### src/swpr_pkg.sv
package swpr_pkg;

  localparam int unsigned Depth  = 32;
  localparam int unsigned AddrW  = $clog2(Depth);
  localparam int unsigned CountW = $clog2(Depth + 1);
  localparam int unsigned WordW  = 32;
  localparam int unsigned CountOutW = 6;

  typedef enum logic [1:0] {
    CMD_PUSH     = 2'd0,
    CMD_POP      = 2'd1,
    CMD_POP_EVEN = 2'd2,
    CMD_POP_ODD  = 2'd3
  } cmd_e;

  typedef enum logic [1:0] {
    ST_OK      = 2'd0,
    ST_EMPTY   = 2'd1,
    ST_NOMATCH = 2'd2,
    ST_FULL    = 2'd3
  } status_e;

  typedef enum logic [2:0] {
    S_IDLE,
    S_SCAN_RD,
    S_SCAN_CHK,
    S_SHIFT_RD,
    S_SHIFT_WR,
    S_TOP_RD,
    S_DONE
  } state_e;

  typedef struct packed {
    cmd_e                     cmd;
    logic signed [WordW-1:0]  push_value;
  } in_t;

  typedef struct packed {
    status_e                  status;
    logic signed [WordW-1:0]  top_value;
    logic                     is_empty;
    logic [CountOutW-1:0]     entry_count;
  } out_t;

  typedef struct packed {
    logic              we;
    logic [AddrW-1:0]  waddr;
    logic [WordW-1:0]  wdata;
    logic              re;
    logic [AddrW-1:0]  raddr;
  } mem_req_t;

endpackage

### src/swpr_store.sv
module swpr_store (
  input  logic                           clk_i,
  input  swpr_pkg::mem_req_t             mem_req_i,
  output logic [swpr_pkg::WordW-1:0]     rd_data_o
);

  logic [swpr_pkg::WordW-1:0] mem [swpr_pkg::Depth];
  logic [swpr_pkg::WordW-1:0] rd_data_q;

  always_ff @(posedge clk_i) begin
    if (mem_req_i.we) begin
      mem[mem_req_i.waddr] <= mem_req_i.wdata;
    end
  end

  always_ff @(posedge clk_i) begin
    if (mem_req_i.re) begin
      rd_data_q <= mem[mem_req_i.raddr];
    end
  end

  assign rd_data_o = rd_data_q;

endmodule

### src/swpr_seq.sv
module swpr_seq (
  input  logic                           clk_i,
  input  logic                           rst_ni,
  input  logic                           in_valid_i,
  output logic                           in_ready_o,
  input  swpr_pkg::in_t                  in_data_i,
  output logic                           res_valid_o,
  input  logic                           res_free_i,
  output swpr_pkg::out_t                 res_o,
  output swpr_pkg::mem_req_t             mem_req_o,
  input  logic [swpr_pkg::WordW-1:0]     rd_data_i
);

  localparam int unsigned AW = swpr_pkg::AddrW;
  localparam int unsigned CW = swpr_pkg::CountW;

  swpr_pkg::state_e  state_q, state_d;
  swpr_pkg::status_e status_q, status_d;
  logic [CW-1:0]     cnt_q, cnt_d;
  logic [CW-1:0]     idx_q, idx_d;
  logic              want_odd_q, want_odd_d;

  logic              is_full, is_zero, shift_more;
  logic [CW-1:0]     idx_inc;

  assign is_full    = (cnt_q == CW'(swpr_pkg::Depth));
  assign is_zero    = (cnt_q == '0);
  assign idx_inc    = idx_q + CW'(1);
  assign shift_more = (idx_inc < cnt_q);

  // next state and datapath registers
  always_comb begin
    state_d    = state_q;
    status_d   = status_q;
    cnt_d      = cnt_q;
    idx_d      = idx_q;
    want_odd_d = want_odd_q;
    unique case (state_q)
      swpr_pkg::S_IDLE: begin
        if (in_valid_i) begin
          status_d = swpr_pkg::ST_OK;
          state_d  = swpr_pkg::S_TOP_RD;
          unique case (in_data_i.cmd)
            swpr_pkg::CMD_PUSH: begin
              if (is_full) begin
                status_d = swpr_pkg::ST_FULL;
              end else begin
                cnt_d = cnt_q + CW'(1);
              end
            end
            swpr_pkg::CMD_POP: begin
              if (is_zero) begin
                status_d = swpr_pkg::ST_EMPTY;
              end else begin
                cnt_d = cnt_q - CW'(1);
              end
            end
            swpr_pkg::CMD_POP_EVEN, swpr_pkg::CMD_POP_ODD: begin
              if (is_zero) begin
                status_d = swpr_pkg::ST_EMPTY;
              end else begin
                idx_d      = cnt_q;
                want_odd_d = in_data_i.cmd[0];
                state_d    = swpr_pkg::S_SCAN_RD;
              end
            end
            default: ;
          endcase
        end
      end
      swpr_pkg::S_SCAN_RD: begin
        if (idx_q == '0) begin
          status_d = swpr_pkg::ST_NOMATCH;
          state_d  = swpr_pkg::S_TOP_RD;
        end else begin
          idx_d   = idx_q - CW'(1);
          state_d = swpr_pkg::S_SCAN_CHK;
        end
      end
      swpr_pkg::S_SCAN_CHK: begin
        if (rd_data_i[0] == want_odd_q) begin
          state_d = swpr_pkg::S_SHIFT_RD;
        end else begin
          state_d = swpr_pkg::S_SCAN_RD;
        end
      end
      swpr_pkg::S_SHIFT_RD: begin
        if (shift_more) begin
          state_d = swpr_pkg::S_SHIFT_WR;
        end else begin
          cnt_d   = cnt_q - CW'(1);
          state_d = swpr_pkg::S_TOP_RD;
        end
      end
      swpr_pkg::S_SHIFT_WR: begin
        idx_d   = idx_inc;
        state_d = swpr_pkg::S_SHIFT_RD;
      end
      swpr_pkg::S_TOP_RD: begin
        state_d = swpr_pkg::S_DONE;
      end
      swpr_pkg::S_DONE: begin
        if (res_free_i) begin
          state_d = swpr_pkg::S_IDLE;
        end
      end
      default: state_d = swpr_pkg::S_IDLE;
    endcase
  end

  // memory port and handshake outputs
  always_comb begin
    mem_req_o       = '0;
    in_ready_o      = 1'b0;
    res_valid_o     = 1'b0;
    unique case (state_q)
      swpr_pkg::S_IDLE: begin
        in_ready_o = 1'b1;
        if (in_valid_i && in_data_i.cmd == swpr_pkg::CMD_PUSH && !is_full) begin
          mem_req_o.we    = 1'b1;
          mem_req_o.waddr = AW'(cnt_q);
          mem_req_o.wdata = in_data_i.push_value;
        end
      end
      swpr_pkg::S_SCAN_RD: begin
        mem_req_o.re    = (idx_q != '0);
        mem_req_o.raddr = AW'(idx_q - CW'(1));
      end
      swpr_pkg::S_SHIFT_RD: begin
        mem_req_o.re    = shift_more;
        mem_req_o.raddr = AW'(idx_inc);
      end
      swpr_pkg::S_SHIFT_WR: begin
        // entry above the gap moves down one place
        mem_req_o.we    = 1'b1;
        mem_req_o.waddr = AW'(idx_q);
        mem_req_o.wdata = rd_data_i;
      end
      swpr_pkg::S_TOP_RD: begin
        mem_req_o.re    = !is_zero;
        mem_req_o.raddr = AW'(cnt_q - CW'(1));
      end
      swpr_pkg::S_DONE: begin
        res_valid_o = 1'b1;
      end
      default: ;
    endcase
  end

  always_comb begin
    res_o.status      = status_q;
    res_o.top_value   = is_zero ? '0 : rd_data_i;
    res_o.is_empty    = is_zero;
    res_o.entry_count = swpr_pkg::CountOutW'(cnt_q);
  end

  always_ff @(posedge clk_i or negedge rst_ni) begin
    if (!rst_ni) begin
      state_q    <= swpr_pkg::S_IDLE;
      status_q   <= swpr_pkg::ST_OK;
      cnt_q      <= '0;
      idx_q      <= '0;
      want_odd_q <= 1'b0;
    end else begin
      state_q    <= state_d;
      status_q   <= status_d;
      cnt_q      <= cnt_d;
      idx_q      <= idx_d;
      want_odd_q <= want_odd_d;
    end
  end

endmodule

### src/stack_with_parity_removal_unit.sv
// channel   direction  handshake                 payload
// in        input      in_valid_i / in_ready_o   in_data_i  (swpr_pkg::in_t)
// out       output     out_valid_o / out_ready_i out_data_o (swpr_pkg::out_t)
//
// push and pop pass the sequencer through idle (accept), top read and done, and the
// result shows once the done word is in the output register; a parity pop scans down
// for the wanted parity, shifts the entries above a match down and reads the top, using
// the single storage port with its registered read, one access per sequencer step.
// reset empties the stack at once; storage contents are not cleared.
// a finished word waits in the output register while the next word is taken;
// a stalled output holds the sequencer in its final state until the slot frees.
module stack_with_parity_removal_unit (
  input  logic            clk_i,
  input  logic            rst_ni,
  input  logic            in_valid_i,
  output logic            in_ready_o,
  input  swpr_pkg::in_t   in_data_i,
  output logic            out_valid_o,
  input  logic            out_ready_i,
  output swpr_pkg::out_t  out_data_o
);

  swpr_pkg::mem_req_t          mem_req;
  logic [swpr_pkg::WordW-1:0]  rd_data;
  logic                        res_valid, res_free;
  swpr_pkg::out_t              res;
  logic                        out_valid_q;
  swpr_pkg::out_t              out_data_q;

  assign res_free = !out_valid_q || out_ready_i;

  swpr_seq u_seq (
    .clk_i       (clk_i),
    .rst_ni      (rst_ni),
    .in_valid_i  (in_valid_i),
    .in_ready_o  (in_ready_o),
    .in_data_i   (in_data_i),
    .res_valid_o (res_valid),
    .res_free_i  (res_free),
    .res_o       (res),
    .mem_req_o   (mem_req),
    .rd_data_i   (rd_data)
  );

  swpr_store u_store (
    .clk_i     (clk_i),
    .mem_req_i (mem_req),
    .rd_data_o (rd_data)
  );

  always_ff @(posedge clk_i or negedge rst_ni) begin
    if (!rst_ni) begin
      out_valid_q <= 1'b0;
    end else if (res_free) begin
      out_valid_q <= res_valid;
    end
  end

  always_ff @(posedge clk_i) begin
    if (res_free && res_valid) begin
      out_data_q <= res;
    end
  end

  assign out_valid_o = out_valid_q;
  assign out_data_o  = out_data_q;

endmodule
### config.mk
export PLATFORM = sky130hd
export DESIGN_NAME = stack_with_parity_removal_unit
export DESIGN_NICKNAME = d
export VERILOG_FILES = /design/src/swpr_pkg.sv /design/src/swpr_store.sv /design/src/swpr_seq.sv /design/src/stack_with_parity_removal_unit.sv
export SDC_FILE = /design/constraint.sdc
export NUM_CORES = 1
export LEC_CHECK = 0
export BUFFER_PORTS_ARGS = -buffer_cell sky130_fd_sc_hd__buf_2
export CELL_PAD_IN_SITES_DETAIL_PLACEMENT = 0
export CELL_PAD_IN_SITES_GLOBAL_PLACEMENT = 1
export CORE_UTILIZATION = 45
export DETAILED_ROUTE_END_ITERATION = 10
export PLACE_DENSITY_LB_ADDON = 0.1
export SLEW_MARGIN = 20
export SYNTH_ARGS = -nofsm -noshare
export SYNTH_HDL_FRONTEND = slang
export SYNTH_SLANG_ARGS = --single-unit
export TNS_END_PERCENT = 1
### constraint.sdc
create_clock -name clk_i -period 8.8 [get_ports clk_i]
set_clock_uncertainty 0.2 [all_clocks]
set_input_delay 2.64 -clock clk_i [delete_from_list [all_inputs] [get_ports clk_i]]
set_output_delay 2.64 -clock clk_i [all_outputs]
set_load 0.02 [all_outputs]
==> results.cfg <==
[die]
core.rowCount = 116
dieWidth_um = 320
fp.dieH_um = 320
die-area_um2 = 102000
ios = 81
initial_core_util = 0.454
core-area_um2 = 100000

[critical_path]
cp-end-kind = flop
critical_path_required_ns = 9.00
path_class = in2reg
setup.worst_path.start = in_data_i[33]
r2r_start = u_seq.cnt_q[0]
cp.arrival_ns = 6.05
start_kind = input port
critPathMaxFanout = 35

[timing]
period_needed_ns = 5.85
finalSetupViolations = 0
relSlewSlack = 0.289
slew_violations = 0
fin_crit_sh = 0.665
rsz0062_at_grt = no
max_freq_ghz = 0.171
final-hold-violation-count = 0
worstMarginPinSlew_ns = 1.06
finalSetupTns_ns = 0

[grt]
grt_pass1_vias = 25400
grt_max_degree = 106
grt_overflow = 0
grt_pass1_wl_um = 190000
antenna_found_initial = 11
grt.total_usage = 0.259

[synthesis]
async_flop_share = 0.0170
yosysWarnings = 0
synth.net_count = 2701
syn_inst = 2653
synth_area_leaders = edfxtp_1 72%, mux2i_1 4.3%, a221oi_1 3.7%
synthesis.area_um2 = 45500
yosysTopAreaCellShare = 0.725
yosys.area.top_type = edfxtp_1
synth_most_common_cell = edfxtp_1
synth_edf_count = 1097
synthTopCellsByCount = 1097 x edfxtp_1, 196 x and3_1, 194 x a221oi_1, 194 x mux2i_1, 165 x a211oi_1
avgSynthCellArea_um2 = 17.1
ys_types = 59
synth-main-ff-cell = edfxtp_1
yosys_register_bits = 1116
seq_area_frac_synth = 0.735

[clock_network]
cts.repair.resized = 0
cts_max_path_buffers = 3
htreeDepth = 3
clk_pin_slew_ns = 0.07
cts_tree = yes
postCtsHoldBufs = 0
cts_sinks = 1116
cts-root-buf = clkbuf_16
cts_made_buffers = 117
postCtsSetupBuffers = 0
clk_latency_ns = 0.71

[layout]
final_util = 0.517
fillers = 8083
area_growth_syn_to_layout_pct = 13.8
final_area_um2 = 51700
drive_gt1_frac = 0.172
nNetsFinal = 2758

[drt]
wl_met1_um = 59700
wl_met2_um = 61100
post-route-drc-count = 0
avgViaCountPerCell = 6.36
via_count = 26100
final_antenna_net_count = 1
drtIter0Drc = 2818
dr.pass1.iters = 5
dr_wl_met3_um = 9960
top_layer_used = met4
wl_per_cell_um = 32.3
drt-total-wl_um = 133000

[placement]
port_buffers = 80
post_dp_cell_area_um2 = 47700
dpl.hpwl_um = 78200
place.gp.congestion = 0.836

[worst_hold_path]
hp-class = reg2reg
hp-start = u_seq.status_q[0]

[run_status]
violations = antenna rules
status = finished with violations

[power_and_ir_drop]
power_density_nw_per_um2 = 204
leakage_nw = 14.5
ir_drop_v = 0.000151

[run]
max_cap_viol_count = 0
worst paths after layout:
| check | cells after the start | slack (ns) | endpoint |
|---|---|---|---|
| hold reg to reg | 0 | 0.25 | out_data_o[39] |
| min in group asynchronous | 1 | 1.71 | u_seq.status_q[1] |
| setup / recovery | 8 | 2.95 | u_store.mem[24][1] |
| max in group asynchronous | 1 | 6.30 | u_seq.state_q[0] |
| hold / removal | 0 | 0.25 | out_data_o[39] |
| setup reg to reg | 10 | 3.32 | u_store.mem[24][1] |
cells in the final DEF, fill, tap and decap left out, types with 34 or more instances in the layout:
cell type  instances
clkbuf_16        119
nor2_4            34
buf_2             80
a211o_1           97
a211oi_1         164
a221oi_1         194
edfxtp_1        1097
nand3_1           38
mux4_2            64
nor2b_1           35
mux2i_1          194
nor3b_1           34
and3_1           196
buf_4             61
critical path, stage by stage:
cell and delay, ns:
buf_2 0.12, nor2_1 0.23, o2111a_2 0.24, buf_4 0.43, a21o_1 0.24, nand3b_1 0.70
nor2_4 1.05, buf_4 0.32
layout make-up:
class | instances | area, um2 | share of cell area
inverter | 16 | 60.1 | 0.00116
sequential | 1116 | 33400 | 0.646
clock inverter | 71 | 648 | 0.0125
antenna | 8 | 20.0 | 0.000387
timing repair buffer | 169 | 1520 | 0.0293
clock buffer | 140 | 3060 | 0.0591
multi-input combinational | 1290 | 11400 | 0.220
tap | 1298 | 1620 | 0.0314
stage by stage:
stage | total power, mW | cells | setup WS (ns) | hold WS [ns]
2_1_floorplan | 5.86 | 2653 | 2.93 | 0.221
3_3_place_gp | 5.88 | 3866 | 2.32 | 0.235
3_5_place_dp | 5.88 | 3876 | 2.27 | 0.235
4_1_cts | 10.7 | 4087 | 3.01 | 0.251
5_1_grt | 10.8 | 4100 | 2.78 | 0.275
6_report | 10.6 | 4108 | 2.95 | 0.245
power by group:
| part | internal, mW | switching, mW | leakage (nW) |
|---|---|---|---|
| clock | 2.74 | 2.07 | 1.82 |
| sequential | 5.75 | 0.0000916 | 8.23 |
| combinational | 0.00760 | 0.00956 | 4.42 |
| total | 8.49 | 2.07 | 14.5 |
flip-flops by register name, summed over array words and instances (netlist names):
signal and count:
out_data_o 41, out_valid_o 1, u_seq.cnt_q 6, u_seq.idx_q 6, u_seq.state_q 3, u_seq.status_q 2, u_seq.want_odd_q 1, u_store.mem 1024
u_store.rd_data_o 32
routing by layer:
layer | up-vias | GRT usage
li1 | 11200 | -
met3 | 148 | 0.0409
met5 | - | 0
met2 | 1077 | 0.399
met4 | 0 | 0.0531
met1 | 13700 | 0.391
cell families after synthesis:
family | share of synthesized area
flops | 0.735
compound gates | 0.0994
simple gates | 0.0615
mux | 0.0752
buf+inv | 0.0225
xor+xnor | 0.00366
fa+ha+maj | 0.00275
Note: power is estimated with default switching activity, not from simulation.
